===== src/sv/rrw_pkg.sv =====
package rrw_pkg;

    typedef logic [18:0] dx_t;
    typedef logic [17:0] dy_t;
    typedef logic [39:0] rad_t;
    typedef logic [19:0] root_t;
    typedef logic [22:0] rem_t;
    typedef logic [15:0] num_t;
    typedef logic [20:0] drem_t;
    typedef logic [15:0] quo_t;
    typedef logic [11:0] addr_t;
    typedef logic [7:0]  byte_t;
    typedef logic [1:0]  cfg_idx_t;

    localparam int SQ_STEPS  = 20;
    localparam int DIV_STEPS = 16;

    localparam cfg_idx_t CFG_FREQUENCY = 2'd0;
    localparam cfg_idx_t CFG_AMPLITUDE = 2'd1;
    localparam cfg_idx_t CFG_PHASE     = 2'd2;

    localparam logic [15:0] FREQ_RESET  = 16'd4096;
    localparam logic [15:0] AMP_RESET   = 16'd16384;
    localparam logic [15:0] PHASE_RESET = 16'd5215;

    // round(2^24 / (2*pi))
    localparam logic [21:0] INV_TWO_PI = 22'd2670177;
    localparam logic [15:0] SIN_A      = 16'd51472;
    localparam logic [14:0] SIN_B      = 15'd21024;
    localparam logic [11:0] SIN_C      = 12'd2320;
    localparam logic [14:0] QUARTER    = 15'd16384;
    localparam byte_t       BYTE_MID   = 8'd128;

    // square root cell payload
    typedef struct packed {
        rad_t  rad;
        rem_t  rem;
        root_t root;
        dx_t   dx;
        dy_t   dy;
        addr_t addr;
    } sq_t;

    // divider cell payload, x and y lanes share the divisor
    typedef struct packed {
        root_t d;
        num_t  numx;
        drem_t remx;
        quo_t  qx;
        num_t  numy;
        drem_t remy;
        quo_t  qy;
        addr_t addr;
    } dv_t;

endpackage


===== src/sv/rrw_div_cell.sv =====
module rrw_div_cell (
    input  logic           clk,
    input  logic           en,
    input  rrw_pkg::dv_t   d_in,
    output rrw_pkg::dv_t   d_out
);

    rrw_pkg::dv_t  d_reg;
    rrw_pkg::dv_t  d_next;
    rrw_pkg::drem_t curx;
    rrw_pkg::drem_t cury;
    rrw_pkg::drem_t dvs;

    always_comb
    begin
        d_next = d_in;
        dvs    = {1'b0, d_in.d};
        curx   = {d_in.remx[19:0], d_in.numx[15]};
        cury   = {d_in.remy[19:0], d_in.numy[15]};
        d_next.numx = {d_in.numx[14:0], 1'b0};
        d_next.numy = {d_in.numy[14:0], 1'b0};
        if (curx >= dvs)
        begin
            d_next.remx = curx - dvs;
            d_next.qx   = {d_in.qx[14:0], 1'b1};
        end
        else
        begin
            d_next.remx = curx;
            d_next.qx   = {d_in.qx[14:0], 1'b0};
        end
        if (cury >= dvs)
        begin
            d_next.remy = cury - dvs;
            d_next.qy   = {d_in.qy[14:0], 1'b1};
        end
        else
        begin
            d_next.remy = cury;
            d_next.qy   = {d_in.qy[14:0], 1'b0};
        end
    end

    always_ff @(posedge clk)
    begin
        if (en)
        begin
            d_reg <= d_next;
        end
    end

    assign d_out = d_reg;

endmodule


===== config.mk =====
export PLATFORM = sky130hd
export DESIGN_NAME = rrw_div_cell
export DESIGN_NICKNAME = d
export VERILOG_FILES = /design/src/sv/rrw_pkg.sv /design/src/sv/rrw_div_cell.sv
export SDC_FILE = /design/constraint.sdc
export NUM_CORES = 1
export LEC_CHECK = 0
export ABC_AREA = 1
export CAP_MARGIN = 30
export CORE_UTILIZATION = 40
export CTS_CLUSTER_DIAMETER = 120
export DETAILED_ROUTE_END_ITERATION = 8
export DONT_BUFFER_PORTS = 1
export PLACE_DENSITY = 0.65
export SLEW_MARGIN = 20
export SYNTH_ARGS = -nofsm -noshare
export SYNTH_HDL_FRONTEND = slang
export SYNTH_SLANG_ARGS = --single-unit

===== constraint.sdc =====
create_clock -name clk -period 5.2 [get_ports clk]
set_input_delay 0.26 -clock clk [delete_from_list [all_inputs] [get_ports clk]]
set_output_delay 0.26 -clock clk [all_outputs]
set_load 0.02 [all_outputs]

---- After elaboration in Yosys (flattened, before gate mapping) ----
Cells that the tools add are included.
storage, ports and cells
  word-level logic and storage cells ...... 14
  flip-flop bits (word level) ............. 136
  input bits .............................. 140
cells by class
  $lt $le $gt $ge ......................... 2
  mux-type cells .......................... 2
  add/sub/neg operators ................... 2
operators by type and width
  kind                                          count
  2-to-1 mux 37 bit                             2
  greater-or-equal comparator 21 x 20 -> 1 bit  2
  subtractor 21 x 20 -> 21 bit                  2

---- Longest topological paths before layout ----
  depth after elaboration ................. 2
  gate-level depth with buffers ........... 14
  mapped depth without buffers ............ 13

---- Worst setup path before layout ----
OpenSTA, ideal clock, no wires.
  kind .................................... input to register
  start ................................... input d_in[117] (netlist name)
  end ..................................... register d_reg, in the netlist d_out[93] (data pin)
  path buffers ............................ 0
  setup slack ............................. 3.286 ns
  library setup time ...................... 0.253 ns
  data arrival time ....................... 1.661 ns
  stages .................................. 11
  required time ........................... 4.947 ns
  cell sequence ........................... inv_1 ha_1 fa_1 o21ai_0 nand2_1 nand2_1 nand2_1 nand2_1 nand2_1 nand3_1 nand2_1
RTL lines
  what                  line                text
  start, declared       rrw_div_cell.sv:4   input rrw_pkg::dv_t d_in,
  end signal, assigned  rrw_div_cell.sv:48  d_reg <= d_next;
  end, declared         rrw_div_cell.sv:8   rrw_pkg::dv_t d_reg;

==> impl_results.md <==
- Chip Width: 139 um
- Slew margin rel.: 0.495
- Fmax: 0.522 GHz
- Fin nets: 1112
- Min setup slack post-route: 3280 ps
- Final Non-Filler Cells: 1171
- P_sw: 0.981 mW
- TritonCTS buffer count: 17
- Post-Place Worst Slack: 2790 ps
- CP Max Fanout: 24
- Slew @ Worst Pin: 757 ps
- Startpoint types: primary input
- Root buffer cell: clkbuf_16
- Mux cell area share after synthesis: 0
- Routed WL per cell: 18.0 um
- Gr ovfl total: 0
- Core area: 18100 sq um
- Antenna violations before repair: 0
- Setup TNS Final: 0 ps
- Synth-to-layout area growth: 23.5%
- Syn_area_per_cell: 9.06 sq um
- Yosys top cell by area: edfxtp_1
- Flip-flop count of the largest register after layout: 136
- WP data arrival: 2090 ps
- Io pins: 278
- Final core occ: 0.508
- Share of layout cells above drive strength 1: 0.0541
- Synth Warn #: 0
- Placed inst area: 7690 sq um
- Cells after synthesis: 825
- Final min period: 1920 ps
- RePlAce Congestion: 0.879
- Post-route cell area: 9230 sq um
- First-pass DRT Iterations: 7
- Largest net degree at the start of global routing: 137
- Net Sw Frac: 0.303
- Number of setup buffers added after CTS: 0
- Clock share of power: 0.374
- Simple-gate area share of the yosys netlist: 0.252
- Unrepaired setup endpoints after global routing: false
- Clock Path Buffers: 2
- Die Y: 139 um
- #FFs+latches synth: 136
- Final wirelength: 21.0 mm
- Final Power: 3.24 mW
- Placed cell count: 1047
- CTS clock-pin slew for the worst setup and hold paths: 60 ps
- Power Density: 351 nW/um^2
- # diodes: 0
- Input/output buffers: 0
- Hold WC Path Type: in2reg
- Post-Synth XOR/XNOR Area: 0.0223
- # DRC: 25
- Hold slack: 14.1 ps
- First-pass GRT wire length: 31.5 mm
- Row cnt: 49
- Failing checks: design-rule violations
- Max Cap Viol: 0
- Internal power: 2.26 mW
- Worst vdd ir: 187 uV
- WP buf/inv: 2
- Run status: finished with violations
- Area share of the largest cell type after synthesis: 0.546
- Drt initial violations: 340
- Commonest non-fill, non-tap cells in the layout: nand2_1, edfxtp_1, inv_1
- Mapped Area: 7470 sq um
- Effective utilization at floorplan: 0.412
- Post-DP HPWL: 15.6 mm
- Largest family of logic cells by synthesized area: simple AND/OR/NAND/NOR gates
- Post-Synth Adder-Cell Area: 0.0723
- Max-slew violations: 0
- Unique masters post-synth: 29
- Worst path required time: 5370 ps
- GRT Overall Usage: 0.221
- DR vias/cell: 4.95
- Period utilization: 0.369
- Sequential share of power: 0.476
- Routed Antenna Nets: 0
- Sink Count: 136
- Vias in the first global route: 5626
- Die area: 19200 sq um
- Vias: 5791
- Critical Path End Type: register
- Final Hold Fails: 0
- Delay-heaviest family, CP: simple AND/OR/NAND/NOR gates
- Comb power frac: 0.149
- Pleak: 4.19 nW
- Slowest stage cell, crit path: ha_1
- CTS H-tree depth: 4
- Post-synthesis sequential area ratio: 0.546
- CTS tree: built
- CP Class: in2reg
- Top post-synthesis cells by area: edfxtp_1, nand2_1, ha_1
- Commonest non-fill, non-tap cell in the layout: nand2_1
- Compound-Gate Fraction of Synth Area: 0.0342
- Finish-stage setup viols: 0
- Slowest stage delay, CP: 360 ps
- Crit path cell chain: inv_1 -> ha_1 -> nand2_1 -> nor2_1 -> nand4_1 -> nor2_1 -> nor2_1 -> nand2_4 -> inv_4 -> nand2_1 -> nand2_1
## cell usage after synthesis, drive strengths merged
| library cell | n |
|---|---|
| edfxtp | 136 |
| buf | 8 |
| nand3b | 12 |
| nor2 | 43 |
| o21bai | 5 |
| nand3 | 54 |
| nand2 | 324 |
| xor2 | 16 |
| inv | 123 |
| o21a | 2 |
| and2 | 6 |
| a21oi | 33 |
| xnor2 | 3 |
| nor3 | 5 |
| nand4 | 5 |
| fa | 2 |
| ha | 40 |
| o21ai | 6 |
| conb | 1 |
| nor4 | 1 |
## power by group through the flow
| stage | registers (mW) | logic (mW) | clock network [mW] |
|---|---|---|---|
| 3_3_place_gp | 1.57 | 0.397 | 0 |
| 3_5_place_dp | 1.57 | 0.404 | 0 |
| 4_1_cts | 1.54 | 0.486 | 1.24 |
| 2_1_floorplan | 1.54 | 0.323 | 0 |
| 6_report | 1.54 | 0.484 | 1.21 |
| 5_1_grt | 1.55 | 0.548 | 1.29 |
## cell families (layout without fill, tap and decap cells)
| logic type | count (synthesis) | after routing |
|---|---|---|
| simple gates | 450 | 450 |
| flops | 136 | 136 |
| buf+inv | 131 | 247 |
| compound gates | 46 | 46 |
| fa+ha+maj | 42 | 42 |
| xor+xnor | 19 | 19 |
| other cells | 1 | 2 |
## what timing repair did
| item | in CTS | in global routing |
|---|---|---|
| hold buffers | 93 | 0 |
| gates resized for setup | 0 | 0 |
| hold endpoints to repair | 228 | 0 |
## layer usage
metal	up-vias	wire (um)	track usage
met5	-	0	0
li1	2897	-	-
met3	24	1540	0.0711
met2	202	10800	0.401
met1	2668	8170	0.238
met4	0	541	0.0889
## worst paths after layout
| kind | end | slack, ps | cells after the start | from |
|---|---|---|---|---|
| worst min-delay path | d_out[92] | 10 | 2 | d_in[91] |
| worst max-delay path | d_out[94] | 3280 | 11 | d_in[122] |
## final cells by class
| type | instances | area [sq um] |
|---|---|---|
| Fill cell | 1676 | 8920 |
| Sequential cell | 136 | 4080 |
| Multi-Input combinational cell | 559 | 2850 |
| Timing Repair Buffer | 93 | 948 |
| Inverter | 123 | 467 |
| Clock buffer | 17 | 425 |
| Tap cell | 229 | 287 |
| Clock inverter | 14 | 164 |
Note: power is estimated with default switching activity, not from simulation.
