<file path="src/sv/rrw_pkg.sv">
package rrw_pkg;

    typedef logic [18:0] dx_t;
    typedef logic [17:0] dy_t;
    typedef logic [39:0] rad_t;
    typedef logic [19:0] root_t;
    typedef logic [22:0] rem_t;
    typedef logic [15:0] num_t;
    typedef logic [20:0] drem_t;
    typedef logic [15:0] quo_t;
    typedef logic [11:0] addr_t;
    typedef logic [7:0]  byte_t;
    typedef logic [1:0]  cfg_idx_t;

    localparam int SQ_STEPS  = 20;
    localparam int DIV_STEPS = 16;

    localparam cfg_idx_t CFG_FREQUENCY = 2'd0;
    localparam cfg_idx_t CFG_AMPLITUDE = 2'd1;
    localparam cfg_idx_t CFG_PHASE     = 2'd2;

    localparam logic [15:0] FREQ_RESET  = 16'd4096;
    localparam logic [15:0] AMP_RESET   = 16'd16384;
    localparam logic [15:0] PHASE_RESET = 16'd5215;

    // round(2^24 / (2*pi))
    localparam logic [21:0] INV_TWO_PI = 22'd2670177;
    localparam logic [15:0] SIN_A      = 16'd51472;
    localparam logic [14:0] SIN_B      = 15'd21024;
    localparam logic [11:0] SIN_C      = 12'd2320;
    localparam logic [14:0] QUARTER    = 15'd16384;
    localparam byte_t       BYTE_MID   = 8'd128;

    // square root cell payload
    typedef struct packed {
        rad_t  rad;
        rem_t  rem;
        root_t root;
        dx_t   dx;
        dy_t   dy;
        addr_t addr;
    } sq_t;

    // divider cell payload, x and y lanes share the divisor
    typedef struct packed {
        root_t d;
        num_t  numx;
        drem_t remx;
        quo_t  qx;
        num_t  numy;
        drem_t remy;
        quo_t  qy;
        addr_t addr;
    } dv_t;

endpackage

</file>
<file path="src/sv/rrw_sqrt_cell.sv">
module rrw_sqrt_cell (
    input  logic           clk,
    input  logic           en,
    input  rrw_pkg::sq_t   d_in,
    output rrw_pkg::sq_t   d_out
);

    rrw_pkg::sq_t  d_reg;
    rrw_pkg::sq_t  d_next;
    rrw_pkg::rem_t cur;
    rrw_pkg::rem_t trial;

    always_comb
    begin
        d_next = d_in;
        cur    = {d_in.rem[20:0], d_in.rad[39:38]};
        trial  = {1'b0, d_in.root, 2'b01};
        d_next.rad = {d_in.rad[37:0], 2'b00};
        if (cur >= trial)
        begin
            d_next.rem  = cur - trial;
            d_next.root = {d_in.root[18:0], 1'b1};
        end
        else
        begin
            d_next.rem  = cur;
            d_next.root = {d_in.root[18:0], 1'b0};
        end
    end

    always_ff @(posedge clk)
    begin
        if (en)
        begin
            d_reg <= d_next;
        end
    end

    assign d_out = d_reg;

endmodule

</file>
<file path="config.mk">
export PLATFORM = sky130hd
export DESIGN_NAME = rrw_sqrt_cell
export DESIGN_NICKNAME = d
export VERILOG_FILES = /design/src/sv/rrw_pkg.sv /design/src/sv/rrw_sqrt_cell.sv
export SDC_FILE = /design/constraint.sdc
export NUM_CORES = 1
export LEC_CHECK = 0
export BUFFER_PORTS_ARGS = -buffer_cell sky130_fd_sc_hd__buf_2
export CAP_MARGIN = 20
export CORE_ASPECT_RATIO = 0.7
export CORE_MARGIN = 3
export CORE_UTILIZATION = 35
export CTS_BUF_LIST = sky130_fd_sc_hd__clkbuf_8
export CTS_CLUSTER_SIZE = 16
export DETAILED_ROUTE_END_ITERATION = 7
export PLACE_DENSITY = 0.62
export REMOVE_ABC_BUFFERS = 1
export SETUP_SLACK_MARGIN = 0.15
export SLEW_MARGIN = 10
export SYNTH_ARGS = -nofsm -noshare
export SYNTH_HDL_FRONTEND = slang
export SYNTH_SLANG_ARGS = --single-unit
</file>
<file path="constraint.sdc">
create_clock -name clk -period 2.7 [get_ports clk]
set_clock_uncertainty 0.05 [all_clocks]
set_input_delay 0.54 -clock clk [delete_from_list [all_inputs] [get_ports clk]]
set_output_delay 0.54 -clock clk [all_outputs]
set_load 0.02 [all_outputs]
</file>
# Word level (Yosys, flattened, before mapping)
# Cells that the tools add are included.
dict set report word_totals {
  in_bits 134
  elab_cells 9
  regBits 130
}
dict set report classes {
  n_mux 1
  magnitude_cmp 1
  add_sub_neg 1
}
# op n
set op_table {}
lappend op_table {{two-way mux 43 bit} 1}
lappend op_table {{>= comparator 23 x 22 -> 1 bit} 1}
lappend op_table {{subtractor 23 x 22 -> 23 bit} 1}

# Logic depth before layout (Yosys ltp)
# Gate-level depths: netlist (run 1).
dict set report depth {
  word_depth 2
  ltp_mapped 11
}

# Least setup slack after synthesis (run 1)
# No wires, ideal clock.
dict set report synth_timing {
  path_kind {in2reg}
  start {input d_in[57] (netlist name)}
  end {register d_reg, in the netlist d_out[76], data pin}
  setup_ns 0.260
  required_time_ns 2.390
  arrival_ns 2.580
  cell_stages 10
  path_slack_ns -0.190
  path_cell_list {inv_1 -> ha_1 -> a211oi_2 -> o221ai_2 -> or2_4 -> o2111ai_4 -> and2_4 -> buf_6 -> buf_6 -> mux2_4}
}
# item line
set synth_lines {}
lappend synth_lines {{from (decl)} rrw_sqrt_cell.sv:4} ;# input rrw_pkg::sq_t d_in,
lappend synth_lines {{to (signal assigned)} rrw_sqrt_cell.sv:35} ;# d_reg <= d_next;
lappend synth_lines {{to (decl)} rrw_sqrt_cell.sv:8} ;# rrw_pkg::sq_t d_reg;

==> reports/qor.yml, run 1 <==
synthesis:
  yosys.area.top_type: "edfxtp_1"
  syn-instance-count: 369
  ys_ff_latch: 130
  synth_edf_count: 130
  synth_area_um2: 5647
  seq_area_frac_synth_pct: 69.13
  yosys_warnings: 0
  synth_top_flop_cell: "edfxtp_1"
  avgSynthCellArea_um2: 15.30
  synth-async-reset-ratio_pct: 0
  netlist-cell-type-count: 54
  synth_top_area_share_pct: 69.13
  netlist_top_cells_area: "edfxtp_1, ha_1, mux2_4"
min_path:
  hold_end: "d_out[131]"
  worstHoldStart: "d_in[129]"
  hp-class: "in2reg"
  min_path_cells: 1
route:
  wire_per_inst_um: 16.34
  ant_nets: 0
  drc: 0
  vias: 4345
  drtIter0Drc: 143
  via_per_inst: 4.642
  drt_wl_total_um: 15300
  first_pass_iters: 4
finish:
  instances_no_fill: 936
  syn_to_final_growth_pct: 45.47
  drive_gt1_share_pct: 54.35
  multi_input_area_um2: 1575
  seqCellArea_um2: 3904
  fillers: 1404
  final_core_util_pct: 52.51
  n_antenna_cell: 0
  nets: 879
  largest_reg_flops: 130
critical_path:
  crit_path_end_kind: "register"
  slowest_delay_ns: 0.38
  worstPathCellList: "buf_2 > inv_1 > ha_1 > nand3_1 > or2_2 > nor4_4 > nor4_4 > and2_4 > buf_12 > mux2_4"
  critPathRequiredTime_ns: 2.84
  worstSetupPathType: "in2reg"
  cpLargestDelayFamily: "simple AND/OR/NAND/NOR gates"
  worst-path-buf-inv: 3
  crit_path_frequent_cell: "nor4_4"
  slowest_stage: "or2_2"
  cp.arrival_ns: 2.59
  startpoint_type: "input pin"
  cp_max_fo: 9
grt:
  antenna_found_initial: 2
  grt_pass1_wl_um: 23450
  overflow: 0
  grt_max_degree: 67
  grt_pass1_vias: 4547
  track_usage_pct: 17.26
sta:
  setup_violations: 0
  setup_tns_ns: 0
  hold_violations: 0
  timing.final.ws_setup_ns: 0.2556
  hold-worst-slack_ns: 0.2141
  period_needed_ns: 2.444
  rsz0062_at_grt: "no"
  fmax_ghz: 0.4091
  finalCritPeriodShare_pct: 90.53
  drv_slew: 0
power:
  vdd_drop_max_v: 0.0003008
  p_per_area_nw_per_um2: 646.5
  leakage_nw: 3.730
clocking:
  clock-root-buffer: "clkbuf_8"
  htree_levels: 4
  holdBufCountCts: 0
  cts_buffer_depth: 2
  clock-sinks: 130
  cts.reportedPaths.clkPinSlew_ns: 0.08
  numCtsBuffers: 17
  cts_tree: "yes"
flow_run:
  drv_cap: 0
placed_design:
  pre_cts_slack_ns: -0.2299
  routabilityCongestion: 0.8641
  hpwlAfterDp_um: 12100
  io_buffers: 261
  placed_cells: 904
die:
  die_height_um: 112.3
  die_area_um2: 17720
  fp.dieW_um: 157.8
  placementRows: 38
  core_area_um2: 15640
  ios: 266
  floorplan.initialDensity_pct: 36.10
outcome:
  status: "completed"
## synth_stat cells, types with 5 or more instances
cell      instances
xor2_1            7
a21oi_1          26
xnor2_1           8
nor3_1            8
mux2_2            5
nand3_1           8
ha_1             22
nand2_1          19
nor2_1           14
inv_1            29
edfxtp_1        130
o21ai_0          14
mux2_4           11
a21o_1            5
## metal layers
metal	routed length, µm	global-route usage [%]	up-vias
met5	22	0	-
met1	6442	21.63	2034
met4	243	4.971	4
met2	7334	28.25	159
li1	-	-	2125
met3	1255	6.204	23
## what timing repair did
item                                    in CTS  in global routing
resized for setup                            0                  1
setup buffers                                0                  0
endpoints found under the setup margin       0                  2
hold endpoints to repair                     0                  0
## power breakdown
part | switching (W) | internal [W] | leakage [nW] | total, W
clock network | 0.000826 | 0.000830 | 0.195 | 0.00166
logic | 0.000656 | 0.000516 | 2.26 | 0.00117
registers | 0.0000427 | 0.00244 | 1.27 | 0.00248
total | 0.00153 | 0.00379 | 3.73 | 0.00531
## cells by family after synthesis
group | share of synthesized area (%)
xor+xnor | 2.327
compound gates | 9.373
simple gates | 6.914
fa+ha+maj | 4.875
flops | 69.13
mux | 4.277
other cells | 0.06641
buf+inv | 3.035
## how the worst max path moves through the flow
stage | start | end | depth (start not counted)
after global placement | d_in[55] | d_out[80] | 10
after CTS | d_in[57] | d_out[81] | 10
after global routing | d_in[55] | d_out[73] | 10
after floorplan | d_in[57] | d_out[72] | 8
after detailed placement | d_in[57] | d_out[73] | 10
final | d_in[66] | d_out[81] | 10
## stage by stage
stage | total power (W) | instance area, µm²
final | 0.005311 | 8214
after global routing | 0.005577 | 8214
after CTS | 0.005387 | 8214
after detailed placement | 0.003711 | 7821
after global placement | 0.003687 | 7821
after floorplan | 0.003143 | 5588
## layout make-up
cell class / instances / area share (%)
clock inverters: 15 / 1.934
clock buffers: 17 / 2.848
multi-input cells: 203 / 19.18
flip-flops and latches: 130 / 47.52
well taps: 200 / 3.046
inverters: 29 / 1.325
repair buffers: 342 / 24.14
## layout by cell type (no fill, tap or decap), types with 3 or more instances in the layout
cell | netlist | layout
clkinv_4 | 0 | 3
o211ai_1 | 4 | 4
o21ai_0 | 14 | 13
mux2_2 | 5 | 5
nand2_1 | 19 | 19
xor2_1 | 7 | 7
clkbuf_8 | 0 | 17
o31ai_1 | 3 | 3
buf_4 | 2 | 76
ha_1 | 22 | 22
a21oi_1 | 26 | 26
a21o_1 | 5 | 5
edfxtp_1 | 130 | 130
and3_1 | 3 | 3
buf_12 | 0 | 5
inv_1 | 29 | 29
buf_2 | 2 | 260
nor3_1 | 8 | 8
nor2_1 | 14 | 14
nand3_1 | 8 | 8
mux2_4 | 11 | 11
nand2b_1 | 3 | 3
o21a_1 | 4 | 4
xnor2_1 | 8 | 8
Power figures use the tool's default switching activity.
==> inputs of run 2 (changes only) <==
--- a/config.mk
+++ b/config.mk
@@ -14,7 +14,6 @@
 export CTS_CLUSTER_SIZE = 16
 export DETAILED_ROUTE_END_ITERATION = 7
 export PLACE_DENSITY = 0.62
-export REMOVE_ABC_BUFFERS = 1
 export SETUP_SLACK_MARGIN = 0.15
 export SLEW_MARGIN = 10
 export SYNTH_ARGS = -nofsm -noshare
==> reports/qor.yml, run 2 (same netlist as run 1, synthesis figures left out) <==
sta:
  tightest_slew_ns: 0.6676
  timing.final.ws_setup_ns: 0.3676  # +0.1120 ns
  setup_tns_ns: 0  # unchanged
  hold_violations: 0  # unchanged
  setup_violations: 0  # unchanged
  rsz0062_at_grt: "no"
  fmax_ghz: 0.4287  # +4.8%
  period_needed_ns: 2.332  # -0.1120 ns
  finalCritPeriodShare_pct: 86.39  # -4.1 points
  slew_headroom_pct: 55.35
  drv_slew: 0  # unchanged
finish:
  final_common_cell: "buf_2"
  layout_common_cells: "buf_2, edfxtp_1, buf_4"
  multi_input_area_um2: 1790  # +14%
  seqCellArea_um2: 3904  # unchanged
  largest_reg_flops: 130  # unchanged
  final_core_util_pct: 53.62  # +1.1 points
  fillers: 1320  # -6.0%
  final_area_um2: 8388  # +2.1%
  syn_to_final_growth_pct: 48.55
  n_antenna_cell: 0  # unchanged
  drive_gt1_share_pct: 57.95  # +3.6 points
  nets: 873  # -0.68%
die:
  fp.dieW_um: 157.8  # unchanged
  die_area_um2: 17720  # unchanged
  ios: 266  # unchanged
  placementRows: 38  # unchanged
  core_area_um2: 15640  # unchanged
  die_height_um: 112.3  # unchanged
  floorplan.initialDensity_pct: 36.10  # unchanged
grt:
  grt_pass1_wl_um: 22290  # -5.0%
  antenna_found_initial: 0  # -2
  track_usage_pct: 16.55  # -0.70 points
  grt_pass1_vias: 4368  # -3.9%
  grt_max_degree: 58  # -13%
  overflow: 0  # unchanged
route:
  first_pass_iters: 4  # unchanged
  drt_wl_total_um: 14850  # -2.9%
  drc: 0  # unchanged
  ant_nets: 0  # unchanged
  drtIter0Drc: 193  # +35%
  via_per_inst: 4.595  # -1.0%
  wire_per_inst_um: 15.96  # -2.3%
  vias: 4273  # -1.7%
power:
  p_switching_w: 0.001566  # +2.7%
  vdd_drop_max_v: 0.0003756  # +25%
  clkPwrFrac_pct: 31.5  # +0.3 points
  p_per_area_nw_per_um2: 642.9  # -0.56%
  pwr-share-comb_pct: 22.5  # +0.4 points
  p_seq_share_pct: 46.0  # -0.7 points
  leakage_nw: 3.696  # -0.92%
  internal_power_w: 0.003826  # +1.1%
  p_sw_share_pct: 29.05  # +0.33 points
placed_design:
  pre_cts_slack_ns: -0.09963  # +0.1303 ns
  place_area_um2: 7984  # +2.1%
  io_buffers: 261  # unchanged
  hpwlAfterDp_um: 11630  # -4.0%
  routabilityCongestion: 0.8401  # -2.8%
critical_path:
  slowest_stage: "ha_1"
  slowest_delay_ns: 0.33  # -0.05 ns
  cp_max_fo: 8  # -1
  worst-path-buf-inv: 4  # +1
  cpLargestDelayFamily: "compound AO/OA/AOI/OAI gates"
  worstSetupPathType: "in2reg"
  startpoint_type: "input pin"
  crit_path_end_kind: "register"
  worstPathCellList: "buf_2 > inv_1 > ha_1 > buf_4 > o21ai_0 > nand2b_1 > o211a_1 > o2111ai_4 > and2_4 > buf_12 > mux2_4"
  critPathRequiredTime_ns: 2.84  # about the same
  cp.arrival_ns: 2.47  # -0.12 ns
outcome:
  status: "completed"
clocking:
  htree_levels: 4  # unchanged
  cts_buffer_depth: 2  # unchanged
  post_cts_buffers: 0  # unchanged
  numCtsBuffers: 17  # unchanged
  cts_tree: "yes"
  post_cts_resized: 0  # unchanged
  cts.reportedPaths.clkPinSlew_ns: 0.09  # about the same
  holdBufCountCts: 0  # unchanged
  clock-sinks: 130  # unchanged
  clock-root-buffer: "clkbuf_8"
min_path:
  hp-class: "in2reg"
flow_run:
  drv_cap: 0  # unchanged
==> run 2: cell types whose count changed in the layout (fill, tap and decap cells not counted), moves of 2 or more <==
cell	before	now
inv_1	29	22
nand2_1	19	17
a21oi_4	0	2
clkinv_2	2	0
clkinv_4	3	0
inv_2	0	5
clkinvlp_4	2	5
a21oi_1	26	23
buf_4	76	71
ha_1	22	9
inv_4	0	2
inv_6	2	4
ha_4	0	13
==> run 2: stage by stage <==
| stage | hold WS, ns | instances | total power, W |
|---|---|---|---|
| after CTS | 0.1749 | 930 | 0.005472 |
| after global placement | 0.6667 | 898 | 0.003731 |
| final | 0.2063 | 930 | 0.005393 |
| after global routing | 0.1732 | 930 | 0.005661 |
| after detailed placement | 0.6681 | 898 | 0.003749 |
| after floorplan | 0.5889 | 370 | 0.003209 |
==> run 2: final timing paths <==
kind | start | to | slack [ns] | cells after the start
setup / recovery | d_in[52] | d_out[80] | 0.37 | 11
hold / removal | d_in[2] | d_out[2] | 0.21 | 1
==> run 2: cell type report <==
class                           count  share of cell area (%)
Sequential cell                   130                   46.54
Timing Repair Buffer              336                   22.96
Multi-Input combinational cell    203                   21.35
Tap cell                          200                   2.983
Clock buffer                       17                   2.789
Clock inverter                     15                   2.029
Inverter                           29                   1.357
==> run 2: per-layer routing <==
| metal | vias to the layer above | share of wire [%] | GRT usage [%] |
|---|---|---|---|
| li1 | 2109 | - | - |
| met2 | 167 | 47 | 26.17 |
| met5 | - | 0 | 0 |
| met3 | 18 | 8.9 | 5.703 |
| met4 | 0 | 1.5 | 6.012 |
| met1 | 1979 | 43 | 21.17 |
==> run 2: power groups by stage <==
stage	Combinational [W]	Clock, W	Sequential, W
floorplan	0.000428	0	0.00278
global placement	0.00121	0	0.00252
detailed placement	0.00122	0	0.00253
CTS	0.00123	0.00176	0.00248
global route	0.00131	0.00185	0.00250
finish	0.00121	0.00170	0.00248
